[config.mk]
export PLATFORM = sky130hd
export DESIGN_NAME = multitouch_slot_to_frame_converter
export DESIGN_NICKNAME = d
export VERILOG_FILES = /design/src/mtsf_pkg.sv /design/src/mtsf_ram.sv /design/src/mtsf_seq.sv /design/src/multitouch_slot_to_frame_converter.sv
export SDC_FILE = /design/constraint.sdc
export NUM_CORES = 2
export LEC_CHECK = 0
export ABC_AREA = 0
export BUFFER_PORTS_ARGS = -buffer_cell sky130_fd_sc_hd__buf_2
export CAP_MARGIN = 20
export CORE_AREA = 2 2 344 346
export DETAILED_ROUTE_END_ITERATION = 7
export DIE_AREA = 0 0 346 348
export GPL_TIMING_DRIVEN = 0
export PLACE_DENSITY = 0.66
export SYNTH_ARGS = -nofsm -noshare
export SYNTH_HDL_FRONTEND = slang
export SYNTH_SLANG_ARGS = --single-unit
[constraint.sdc]
create_clock -name clk -period 19.4 [get_ports clk]
set_input_delay 2.91 -clock clk [delete_from_list [all_inputs] [get_ports clk]]
set_output_delay 2.91 -clock clk [all_outputs]
set_load 0.02 [all_outputs]
[src/mtsf_pkg.sv]
// ----------------------------------------------------------------------------
// mtsf_pkg
// shared constants, codes and types of the multitouch slot to frame converter
// ----------------------------------------------------------------------------
package mtsf_pkg;

  localparam int SLOTS_DEF = 10;

  localparam int TYPE_W  = 16;
  localparam int CODE_W  = 16;
  localparam int VALUE_W = 32;
  localparam int COORD_W = 16;
  localparam int SCALE_W = 24;
  localparam int ISLOT_W = 4;
  localparam int REQ_W   = 2;
  localparam int CFG_IDX_W = 1;

  localparam logic [ISLOT_W-1:0] INJECT_SLOT_RST  = 4'd9;
  localparam logic [SCALE_W-1:0] INJECT_SCALE_RST = 24'd65536;

  // request kinds
  localparam logic [REQ_W-1:0] REQ_RAW      = 2'd0;
  localparam logic [REQ_W-1:0] REQ_INJ_MOVE = 2'd1;
  localparam logic [REQ_W-1:0] REQ_INJ_UP   = 2'd2;

  // register indexes
  localparam logic [CFG_IDX_W-1:0] REG_INJECT_SLOT  = 1'd0;
  localparam logic [CFG_IDX_W-1:0] REG_INJECT_SCALE = 1'd1;

  // event types
  localparam logic [TYPE_W-1:0] T_SYN = 16'd0;
  localparam logic [TYPE_W-1:0] T_KEY = 16'd1;
  localparam logic [TYPE_W-1:0] T_ABS = 16'd3;

  // event codes
  localparam logic [CODE_W-1:0] C_REPORT   = 16'd0;
  localparam logic [CODE_W-1:0] C_MTREPORT = 16'd2;
  localparam logic [CODE_W-1:0] C_SLOT     = 16'h2f;
  localparam logic [CODE_W-1:0] C_POSX     = 16'h35;
  localparam logic [CODE_W-1:0] C_POSY     = 16'h36;
  localparam logic [CODE_W-1:0] C_TRACK    = 16'h39;
  localparam logic [CODE_W-1:0] C_BACK     = 16'd158;
  localparam logic [CODE_W-1:0] C_APPSEL   = 16'd580;

  localparam logic [VALUE_W-1:0] TRACK_LIFTED = 32'hffff_ffff;

  typedef enum logic [2:0] {
    S_IDLE,
    S_KEY,
    S_SCAN,
    S_X,
    S_Y,
    S_SEP,
    S_NONE,
    S_REP
  } seq_state_t;

  typedef struct packed {
    logic                      frame;
    logic                      key;
    logic [CODE_W-1:0]         key_code;
    logic signed [VALUE_W-1:0] key_value;
  } seq_req_t;

endpackage

[src/mtsf_ram.sv]
// ----------------------------------------------------------------------------
// mtsf_ram
// generic single write port ram with registered read
// ----------------------------------------------------------------------------
module mtsf_ram #(
  parameter int WIDTH = 32,
  parameter int DEPTH = 10,
  parameter int AW    = (DEPTH > 1) ? $clog2(DEPTH) : 1
) (
  input  logic             clk,
  input  logic             we,
  input  logic [AW-1:0]    waddr,
  input  logic [WIDTH-1:0] wdata,
  input  logic [AW-1:0]    raddr,
  output logic [WIDTH-1:0] rdata
);

  logic [WIDTH-1:0] mem [DEPTH];

  always_ff @(posedge clk) begin
    if (we) begin
      mem[waddr] <= wdata;
    end
    rdata <= mem[raddr];
  end

endmodule

[src/mtsf_seq.sv]
// ----------------------------------------------------------------------------
// mtsf_seq
// frame sequencer: walks the slot table for frames, passes keys on and drives the output register
// ----------------------------------------------------------------------------
module mtsf_seq #(
  parameter int SLOTS = mtsf_pkg::SLOTS_DEF,
  parameter int IW    = (SLOTS > 1) ? $clog2(SLOTS) : 1
) (
  input  logic                             clk,
  input  logic                             rst,
  input  mtsf_pkg::seq_req_t               req,
  output logic                             busy,
  output logic [IW-1:0]                    rd_idx,
  input  logic [SLOTS-1:0]                 down,
  input  logic [mtsf_pkg::VALUE_W-1:0]     rd_x,
  input  logic [mtsf_pkg::VALUE_W-1:0]     rd_y,
  output logic                             m_tvalid,
  input  logic                             m_tready,
  output logic [63:0]                      m_tdata,   // out_type, out_code, out_value
  output logic                             m_tlast
);

  import mtsf_pkg::*;

  localparam int CW = $clog2(SLOTS + 1);

  seq_state_t state, state_next;
  logic [CW-1:0] idx, idx_next;
  logic          found, found_next;
  logic [CODE_W-1:0]         key_code;
  logic signed [VALUE_W-1:0] key_value;

  logic                      out_free;
  logic                      load;
  logic [TYPE_W-1:0]         ld_type;
  logic [CODE_W-1:0]         ld_code;
  logic [VALUE_W-1:0]        ld_value;
  logic                      ld_last;

  assign out_free = !m_tvalid || m_tready;
  assign busy     = (state != S_IDLE);
  assign rd_idx   = idx[IW-1:0];

  always_comb begin
    state_next = state;
    idx_next   = idx;
    found_next = found;
    load       = 1'b0;
    ld_type    = T_SYN;
    ld_code    = C_MTREPORT;
    ld_value   = '0;
    ld_last    = 1'b0;
    case (state)
      S_IDLE: begin
        if (req.frame) begin
          idx_next   = '0;
          found_next = 1'b0;
          state_next = S_SCAN;
        end else if (req.key) begin
          state_next = S_KEY;
        end
      end
      S_KEY: begin
        if (out_free) begin
          load       = 1'b1;
          ld_type    = T_KEY;
          ld_code    = key_code;
          ld_value   = key_value;
          ld_last    = 1'b1;
          state_next = S_IDLE;
        end
      end
      S_SCAN: begin
        if (idx == CW'(SLOTS)) begin
          state_next = found ? S_REP : S_NONE;
        end else if (down[idx[IW-1:0]]) begin
          state_next = S_X;
        end else begin
          idx_next = idx + CW'(1);
        end
      end
      S_X: begin
        if (out_free) begin
          load       = 1'b1;
          ld_type    = T_ABS;
          ld_code    = C_POSX;
          ld_value   = rd_x;
          state_next = S_Y;
        end
      end
      S_Y: begin
        if (out_free) begin
          load       = 1'b1;
          ld_type    = T_ABS;
          ld_code    = C_POSY;
          ld_value   = rd_y;
          state_next = S_SEP;
        end
      end
      S_SEP: begin
        if (out_free) begin
          load       = 1'b1;
          found_next = 1'b1;
          idx_next   = idx + CW'(1);
          state_next = S_SCAN;
        end
      end
      S_NONE: begin
        if (out_free) begin
          load       = 1'b1;
          state_next = S_REP;
        end
      end
      S_REP: begin
        if (out_free) begin
          load       = 1'b1;
          ld_code    = C_REPORT;
          ld_last    = 1'b1;
          state_next = S_IDLE;
        end
      end
      default: begin
        state_next = S_IDLE;
      end
    endcase
  end

  always_ff @(posedge clk) begin
    if (rst) begin
      state    <= S_IDLE;
      idx      <= '0;
      found    <= 1'b0;
      m_tvalid <= 1'b0;
    end else begin
      state <= state_next;
      idx   <= idx_next;
      found <= found_next;
      if (load) begin
        m_tvalid <= 1'b1;
      end else if (m_tready) begin
        m_tvalid <= 1'b0;
      end
    end
  end

  always_ff @(posedge clk) begin
    if (state == S_IDLE && req.key) begin
      key_code  <= req.key_code;
      key_value <= req.key_value;
    end
    if (load) begin
      m_tdata <= {ld_value, ld_code, ld_type};
      m_tlast <= ld_last;
    end
  end

  a_req_when_idle: assert property (@(posedge clk) disable iff (rst)
    (req.frame || req.key) |-> (state == S_IDLE))
    else $error("request issued while sequencer busy");

  a_x_slot_down: assert property (@(posedge clk) disable iff (rst)
    (state == S_X) |-> (idx < CW'(SLOTS)) && down[idx[IW-1:0]])
    else $error("coordinate emitted for a slot that is not down");

  a_idx_range: assert property (@(posedge clk) disable iff (rst)
    idx <= CW'(SLOTS))
    else $error("slot walk ran past the table");

  a_last_kind: assert property (@(posedge clk) disable iff (rst)
    (m_tvalid && m_tlast) |->
      ((m_tdata[15:0] == T_SYN && m_tdata[31:16] == C_REPORT) || m_tdata[15:0] == T_KEY))
    else $error("last set on an event that does not close a run");

endmodule

[src/multitouch_slot_to_frame_converter.sv]
// ----------------------------------------------------------------------------
// multitouch_slot_to_frame_converter
// slot-form touch events in, anonymous-contact frames out
// ----------------------------------------------------------------------------
// raw position, slot and tracking events: taken in the accepting cycle, no output
// key pass-through: captured in the accepting cycle, then loaded into the output register once it is free
// frame: accepting cycle, a scan step per table slot, x, y and separator events per down slot,
//   then the closing report, preceded by an empty separator when no slot is down
// output stalls hold the walk; coordinates sit in two rams read one slot a cycle
// reset clears down flags, ram valid bits and current slot at once, no clearing pass
module multitouch_slot_to_frame_converter #(
  parameter int SLOTS = mtsf_pkg::SLOTS_DEF
) (
  input  logic                          clk,
  input  logic                          rst,
  input  logic                          s_tvalid,
  output logic                          s_tready,
  input  logic [95:0]                   s_tdata,   // ev_type, ev_code, ev_value, inject_x, inject_y
  input  logic [mtsf_pkg::REQ_W-1:0]    s_tuser,   // req_type
  output logic                          m_tvalid,
  input  logic                          m_tready,
  output logic [63:0]                   m_tdata,   // out_type, out_code, out_value
  output logic                          m_tlast,
  input  logic                          cfg_valid,
  output logic                          cfg_ready,
  input  logic [mtsf_pkg::CFG_IDX_W-1:0] cfg_index,
  input  logic [mtsf_pkg::SCALE_W-1:0]  cfg_data
);

  import mtsf_pkg::*;

  localparam int IW = (SLOTS > 1) ? $clog2(SLOTS) : 1;

  logic [ISLOT_W-1:0] inject_slot;
  logic [SCALE_W-1:0] inject_scale;

  logic [REQ_W-1:0]          req_type;
  logic [TYPE_W-1:0]         ev_type;
  logic [CODE_W-1:0]         ev_code;
  logic signed [VALUE_W-1:0] ev_value;
  logic [COORD_W-1:0]        inject_x;
  logic [COORD_W-1:0]        inject_y;

  logic [SLOTS-1:0] slot_down;
  logic [SLOTS-1:0] x_valid;
  logic [SLOTS-1:0] y_valid;
  logic [IW-1:0]    current_slot;

  logic acc, busy, is_raw, is_abs, inj, inj_ok, inj_move, inj_up;
  logic [IW-1:0] inj_idx;
  logic [39:0]   prod_x, prod_y;
  logic          x_we, y_we;
  logic [IW-1:0] w_idx;
  logic [VALUE_W-1:0] x_wdata, y_wdata;
  logic [IW-1:0] rd_idx;
  logic [VALUE_W-1:0] ram_x, ram_y, rd_x, rd_y;
  seq_req_t seq_req;

  assign {inject_y, inject_x, ev_value, ev_code, ev_type} = s_tdata;
  assign req_type  = s_tuser;
  assign s_tready  = !busy;
  assign cfg_ready = 1'b1;
  assign acc       = s_tvalid && s_tready;

  assign is_raw   = (req_type == REQ_RAW);
  assign is_abs   = is_raw && (ev_type == T_ABS);
  assign inj_move = (req_type == REQ_INJ_MOVE);
  assign inj_up   = (req_type == REQ_INJ_UP);
  assign inj      = inj_move || inj_up;
  assign inj_ok   = ({1'b0, inject_slot} < 5'(SLOTS));
  assign inj_idx  = inject_slot[IW-1:0];

  // unsigned q8.16 scaling, truncated
  assign prod_x = 40'(inject_x) * 40'(inject_scale);
  assign prod_y = 40'(inject_y) * 40'(inject_scale);

  assign w_idx   = inj ? inj_idx : current_slot;
  assign x_we    = acc && ((inj_move && inj_ok) || (is_abs && ev_code == C_POSX));
  assign y_we    = acc && ((inj_move && inj_ok) || (is_abs && ev_code == C_POSY));
  assign x_wdata = inj ? {8'd0, prod_x[39:16]} : ev_value;
  assign y_wdata = inj ? {8'd0, prod_y[39:16]} : ev_value;

  always_ff @(posedge clk) begin
    if (rst) begin
      inject_slot  <= INJECT_SLOT_RST;
      inject_scale <= INJECT_SCALE_RST;
    end else if (cfg_valid && cfg_ready) begin
      case (cfg_index)
        REG_INJECT_SLOT:  inject_slot  <= cfg_data[ISLOT_W-1:0];
        REG_INJECT_SCALE: inject_scale <= cfg_data;
        default: ;
      endcase
    end
  end

  always_ff @(posedge clk) begin
    if (rst) begin
      slot_down    <= '0;
      x_valid      <= '0;
      y_valid      <= '0;
      current_slot <= '0;
    end else if (acc) begin
      if (x_we) begin
        x_valid[w_idx] <= 1'b1;
      end
      if (y_we) begin
        y_valid[w_idx] <= 1'b1;
      end
      if (inj && inj_ok) begin
        slot_down[inj_idx] <= inj_move;
      end
      if (is_abs && ev_code == C_SLOT && $unsigned(ev_value) < 32'(SLOTS)) begin
        current_slot <= ev_value[IW-1:0];
      end
      if (is_abs && ev_code == C_TRACK) begin
        slot_down[current_slot] <= ($unsigned(ev_value) != TRACK_LIFTED);
      end
    end
  end

  mtsf_ram #(.WIDTH(VALUE_W), .DEPTH(SLOTS)) u_ram_x (
    .clk   (clk),
    .we    (x_we),
    .waddr (w_idx),
    .wdata (x_wdata),
    .raddr (rd_idx),
    .rdata (ram_x)
  );

  mtsf_ram #(.WIDTH(VALUE_W), .DEPTH(SLOTS)) u_ram_y (
    .clk   (clk),
    .we    (y_we),
    .waddr (w_idx),
    .wdata (y_wdata),
    .raddr (rd_idx),
    .rdata (ram_y)
  );

  // never-written entries read as zero; table is not written during a walk
  assign rd_x = x_valid[rd_idx] ? ram_x : '0;
  assign rd_y = y_valid[rd_idx] ? ram_y : '0;

  always_comb begin
    seq_req.frame     = acc && (inj || (is_raw && ev_type == T_SYN && ev_code == C_REPORT));
    seq_req.key       = acc && is_raw && ev_type == T_KEY &&
                        (ev_code == C_BACK || ev_code == C_APPSEL);
    seq_req.key_code  = ev_code;
    seq_req.key_value = ev_value;
  end

  mtsf_seq #(.SLOTS(SLOTS)) u_seq (
    .clk      (clk),
    .rst      (rst),
    .req      (seq_req),
    .busy     (busy),
    .rd_idx   (rd_idx),
    .down     (slot_down),
    .rd_x     (rd_x),
    .rd_y     (rd_y),
    .m_tvalid (m_tvalid),
    .m_tready (m_tready),
    .m_tdata  (m_tdata),
    .m_tlast  (m_tlast)
  );

endmodule

* Word level (Yosys, flattened, before mapping)
Memories as Yosys holds them, arrays and structs flattened. A register that Yosys moved wholly into a read port is not among the register bits. Index checks and enable logic that the tools add are counted.
Cells by class: muxes and demuxes 62, divide/modulo/power cells 0, shift operators 0, $lt $le $gt $ge 9, equal/unequal tests 29, bitwise gates (word level) 3, $mul 2, reduce and logical (&&, ||, !) cells 48, $add $sub $neg 1
Operators by type and width (count):
- 32-bit two-way mux | 7
- 32-bit one-hot mux with 3 select lines | 1
- 16-bit by 24-bit multiplier with 40-bit output | 2
- 16-bit by 6-bit equality test with 1-bit output, second input constant | 4
- 16-bit one-hot mux with 4 select lines | 1
- 10-bit two-way mux | 4
- 16-bit logical NOT | 2
- 32-bit by 4-bit < comparator with 1-bit output, second input constant | 1
- 32-bit != test, second input constant | 1
- 16-bit one-hot mux with 2 select lines | 1
- 3-bit two-way mux | 9
- 1-bit logical AND | 21
- 3-bit one-hot mux with 7 select lines | 1
- 10-bit bitwise mux | 2
- 4-bit by 5-bit < comparator with 1-bit output, second input constant | 4
- 4-bit two-way mux | 5
- 10-bit bitwise OR | 2
- 1-bit two-way mux | 18
- 16-bit by 1-bit equality test with 1-bit output, second input constant | 1
- 16-bit by 10-bit equality test with 1-bit output, second input constant | 1
- 16-bit by 2-bit equality test with 1-bit output, second input constant | 1
- 16-bit by 8-bit equality test with 1-bit output, second input constant | 1
- 16-bit two-way mux | 1
- 1-bit binary-select mux with 4-bit select | 3
- 31 further kinds | 60
Word-level totals: output and inout bits 68, logic and storage cells 170, ROM bits 0, bits in latches 0, memory bits (writable) 640, input port bits 128, bits in registers 184, memories kept 2
Memory list:
- u_ram_x.mem | words 10, width 32, read ports 1, clocked after memory_dff 1, wr ports 1, RTL line mtsf_ram.sv:18 | logic [WIDTH-1:0] mem [DEPTH];
- u_ram_y.mem | words 10, width 32, read ports 1, clocked after memory_dff 1, wr ports 1, RTL line mtsf_ram.sv:18

* Logic depth before layout (Yosys ltp)
word-level depth 10, depth in mapped cells 24, mapped depth without buffers 22

* Modules after synthesis
From an unflattened synthesis, not the netlist that was laid out.
Unflattened totals: cells, all modules 5048, area total of the unflattened synthesis 59315.6 µm²
By module, submodules not included:
- multitouch_slot_to_frame_converter | times used 1, area an instance 28233.3 µm², sequential area each 1241.2 µm², cells each 3349
- mtsf_ram | times used 2, area an instance 13290.2 µm², sequential area each 10249.8 µm², cells each 698
- mtsf_seq | times used 1, area an instance 4501.8 µm², sequential area each 3153.0 µm², cells each 303

* Worst setup path before layout
Ideal clock, no wire load.
path kind input to register, from in s_tdata[81], to mem u_ram_y.mem[0][22], data pin, slack 10254 ps, path buffers 2, library setup time 345 ps, data required time 19055 ps, stages on the path 23, arrival time 8801 ps, cell sequence clkbuf_1 nand2_1 fa_1 inv_1 fa_1 inv_1 fa_1 inv_1 fa_1 fa_1 inv_1 fa_1 inv_1 ha_1 buf_2 nand2_1 o21ai_0 nor3_1 a31oi_1 nand3_1 nand3_1 a21oi_1 o311ai_0
On the way: cells in the longest elaborated chain, start to end 2
Ends and longest elaborated chain:
- start, declared | RTL line multitouch_slot_to_frame_converter.sv:18 | input logic [95:0] s_tdata,
- 16-bit by 24-bit multiplier with 40-bit output | RTL line multitouch_slot_to_frame_converter.sv:75 | assign prod_y = 40'(inject_y) * 40'(inject_scale);
- 32-bit two-way mux | RTL line multitouch_slot_to_frame_converter.sv:81 | assign y_wdata = inj ? {8'd0, prod_y[39:16]} : ev_value;
- net u_ram_y.wdata[22] | RTL line mtsf_ram.sv:13 | input logic [WIDTH-1:0] wdata,
- end, declared | RTL line mtsf_ram.sv:18
The timed path passes the listed nets, and every way through them passes these cells.

* Final worst setup path
from in s_tdata[86], to mem u_ram_y.mem[9][20], data pin
Same word-level chain as after synthesis.

==> flow_summary_export.csv <==
group,metric,value,unit
status,status,"finished, violations left",
status,violations,"design-rule violations",
grt,grt_pass1_vias,39900,
floorplan,ios,196,
layout,drive_gt1_share,11.43,%
place,port_buffers,180,
floorplan,coreArea,117000,um2
clocking,h-tree-depth,3,
layout,area_growth,11.59,%
critical_path,critPathLaunchType,"input port",
logic_synthesis,ys.flop_type,"edfxtp_1",
layout,final_cells,6737,
floorplan,die_h,348,um
grt,grt-ovfl-total,0,
route,routed_via_density,5.703,
grt,grt_pass1_wl,251500,um
clocking,cts_buffers,87,
logic_synthesis,synth_top_family_by_area,"adder cells",
layout,final_util,55.29,%
place,globalplace.congestion,0.9586,
floorplan,dieArea,120400,um2
power,p_sw_share,35.40,%
critical_path,critPathMaxStageDelay,0.76,ns
power,pwr-share-comb,35.5,%
route,wl_per_cell,24.96,um
clocking,tritoncts,"yes",
power,powerDensity,98.82,nW/um2
logic_synthesis,yosysWarnings,0,
logic_synthesis,syn-mean-instance-area,12.07,um2
critical_path,r2r_slack,10.75,ns
place,hpwl,128600,um
logic_synthesis,ys_top_cells_by_count,"inv_1, edfxtp_1, fa_1",
power,ir_drop,0.08465,mV
place,dp.cells,6560,
critical_path,path_buf_inv,7,
critical_path,crit_type,"input port to flip-flop",
logic_synthesis,synth_edf_count,739,
clocking,max-clock-path-buffers,3,
grt,grt_max_degree,34,
route,drt_first_pass_iters,8,
logic_synthesis,syn_inst,4801,
clocking,clk_pin_slew_worst_paths,0.06,ns
clocking,clock-sinks,874,
logic_synthesis,ys_ff_latch,874,
logic_synthesis,synth_xor_area_share,0.6649,%
logic_synthesis,synth_area,57960,um2
timing,max-slew-margin-rel,17.87,%
clocking,insertion_delay,0.70,ns
timing,grt_setup_unrepaired,"false",
power,leakage,0.02606,uW
logic_synthesis,synth_area_leader_cell,"edfxtp_1",
route,drtIter0Drc,3870,
floorplan,std_cell_rows,126,
route,routed_wl,168100,um
power,seqPwrFrac,37.2,%
timing,tightestPinTransition,1.232,ns
timing,post-route-min-period,10.23,ns
critical_path,path_max_fanout,10,
logic_synthesis,synthMuxAreaShare,7.013,%
critical_path,worstPathCellList,"buf_2, clkbuf_1, and2_1, fa_1, inv_1, fa_1, fa_1, inv_1, fa_1, fa_1, inv_1, fa_1, inv_1, ha_1, buf_2, nand2_1, o211ai_1, a21oi_1, a31oi_1, a211oi_1, o311ai_1, xnor2_1, mux2i_1",
logic_synthesis,synth-simple-area-share,10.90,%
timing,hold_viol,0,
critical_path,critPathMostFrequentCell,"fa_1",
layout,fin_nets,6084,
timing,finalSetupViolations,0,
timing,finalClockSkew,0.05333,ns
grt,antenna_found_initial,9,
logic_synthesis,synth_cell_types,84,
clocking,cts_setup_buffers,0,
critical_path,cpLargestDelayFamily,"adder cells",
logic_synthesis,synth_top_area_share,38.29,%
power,clockPowerShare,27.3,%
timing,period_share,52.72,%
logic_synthesis,yosysSeqAreaShare,42.95,%
critical_path,end_kind,"flip-flop",
power,intPower,4129,uW
logic_synthesis,synth_compound_area_share,5.772,%
timing,fin_tns_setup,0,ns
route,drcViolationCount,4,
timing,slew_viol_final,0,
route,dr_total_vias,38420,
logic_synthesis,synth.area.top_cells,"edfxtp_1, fa_1, mux4_2",
power,p_total,6392,uW
flow_run,maxCapViolations,0,
logic_synthesis,yosys.cell_count.top_type,"inv_1",
logic_synthesis,async_reset_ff_share,0,%
clocking,ctsHoldBuffers,0,
critical_path,cp.arrival,10.58,ns
grt,grt_usage,28.32,%
worst_hold_path,hp-class,"flip-flop to flip-flop",
power,p_switching,2263,uW
logic_synthesis,synthAdderAreaFrac,25.86,%
timing,max_freq,97.77,MHz
clocking,cts-root-buf,"clkbuf_16",
floorplan,start_util,49.55,%
timing,timing.hold.ws,0.4680,ns
floorplan,fp.dieW,346,um
route,ant_nets,0,
clocking,cts_resized,0,
critical_path,crit_slowest_cell,"a31oi_1",
critical_path,required,19.75,ns
placed cells by master, fill, tap and decap left out, types with 14 or more instances in the layout:
cell,Yosys,routed
nor2b_1,90,90
xnor2_1,26,26
clkbuf_16,0,87
nand2_1,600,600
mux4_2,134,134
a211oi_1,73,73
mux2i_1,90,90
fa_1,610,610
ha_1,222,222
clkinv_2,0,14
buf_12,0,14
buf_4,17,23
dfxtp_1,135,135
nor3_1,15,14
inv_1,746,746
buf_2,25,206
a21oi_1,175,175
xor2_1,18,18
edfxtp_1,739,739
o21bai_1,16,16
a21o_1,54,54
nor2_1,118,97
conb_1,2,15
nor2_4,0,21
a222oi_1,32,32
nand3_1,27,27
and2_1,322,322
nand4_1,36,36
clkbuf_1,229,253
o21ai_0,37,37
final timing paths:
path,startpoint,to,depth (start not counted)
worst max-delay path,s_tdata[86],u_ram_y.mem[9][20],23
worst min-delay path,y_valid[2],y_valid[2],2
worst max register to register,inject_scale[15],u_ram_y.mem[9][20],21
worst min register to register,y_valid[2],y_valid[2],2
sequential cells by signal, summed over array words and instances, names as in the netlist:
signal / flops
current_slot: 4
inj_idx: 4
inject_scale: 24
slot_down: 10
u_ram_x.mem: 320
u_ram_x.rdata: 32
u_ram_y.mem: 320
u_ram_y.rdata: 32
u_seq.found: 1
u_seq.key_code: 16
u_seq.key_value: 32
u_seq.m_tdata: 50
u_seq.m_tlast: 1
u_seq.m_tvalid: 1
u_seq.rd_idx: 4
u_seq.state: 3
x_valid: 10
y_valid: 10
final cells by class:
| cell class | count | area (um2) |
|---|---|---|
| repair buffers | 221 | 1579 |
| fillers | 9811 | 52300 |
| multi-input cells | 2911 | 29320 |
| well taps | 1536 | 1922 |
| diodes | 3 | 7.507 |
| flip-flops and latches | 874 | 24890 |
| plain buffers | 283 | 1157 |
| inverters | 746 | 2800 |
| clock buffers | 119 | 2377 |
| clock inverters | 44 | 621.8 |
power by group through the flow:
stage               Clock (uW)  Combinational (uW)  Sequential [uW]
finish                    1740                2270             2380
CTS                       1760                2240             2380
detailed placement           0                2220             2410
floorplan                    0                1460             2440
global route              1830                2490             2380
global placement             0                2180             2420
routing by layer:
metal	routed length [um]	global-route usage, %	vias up	part of all wire, %
met2	78300	45.95	1880	47
met4	8347	12.71	12	5.0
met1	65300	36.87	19480	39
met3	16110	5.969	396	9.6
li1	-	-	16650	-
met5	83	0	-	0.049
worst register-to-register path, cell delays in order, from the launching register on:
cell and delay, ns:
dfxtp_1 0.64, clkbuf_1 0.90, nand2_1 0.18, fa_1 0.56
fa_1 0.57, fa_1 0.54, inv_1 0.06, fa_1 0.49
fa_1 0.50, inv_1 0.05, fa_1 0.49, inv_1 0.05
ha_1 0.27, buf_2 0.20, nand2_1 0.12, o211ai_1 0.23
a21oi_1 0.19, a31oi_1 0.76, a211oi_1 0.35, o311ai_1 0.39
xnor2_1 0.14, mux2i_1 0.67
cell families after synthesis:
family                     after synthesis
AOI/OAI and AO/OA                      493
xor gates and xnor gates                44
adders and majority gates              832
buffers and inverters                 1029
DFF                                    874
muxes                                  237
other                                    2
and+or+nand+nor                       1290
per-stage QoR:
| step | worst slack, ns | instance area (um2) |
|---|---|---|
| 4_1_cts | 9.086 | 64580 |
| 3_3_place_gp | 7.918 | 60830 |
| 3_5_place_dp | 8.392 | 61580 |
| 2_1_floorplan | 10.25 | 58010 |
| 5_1_grt | 8.971 | 64680 |
| 6_report | 9.172 | 64680 |
(Power assumes the default switching activity.)
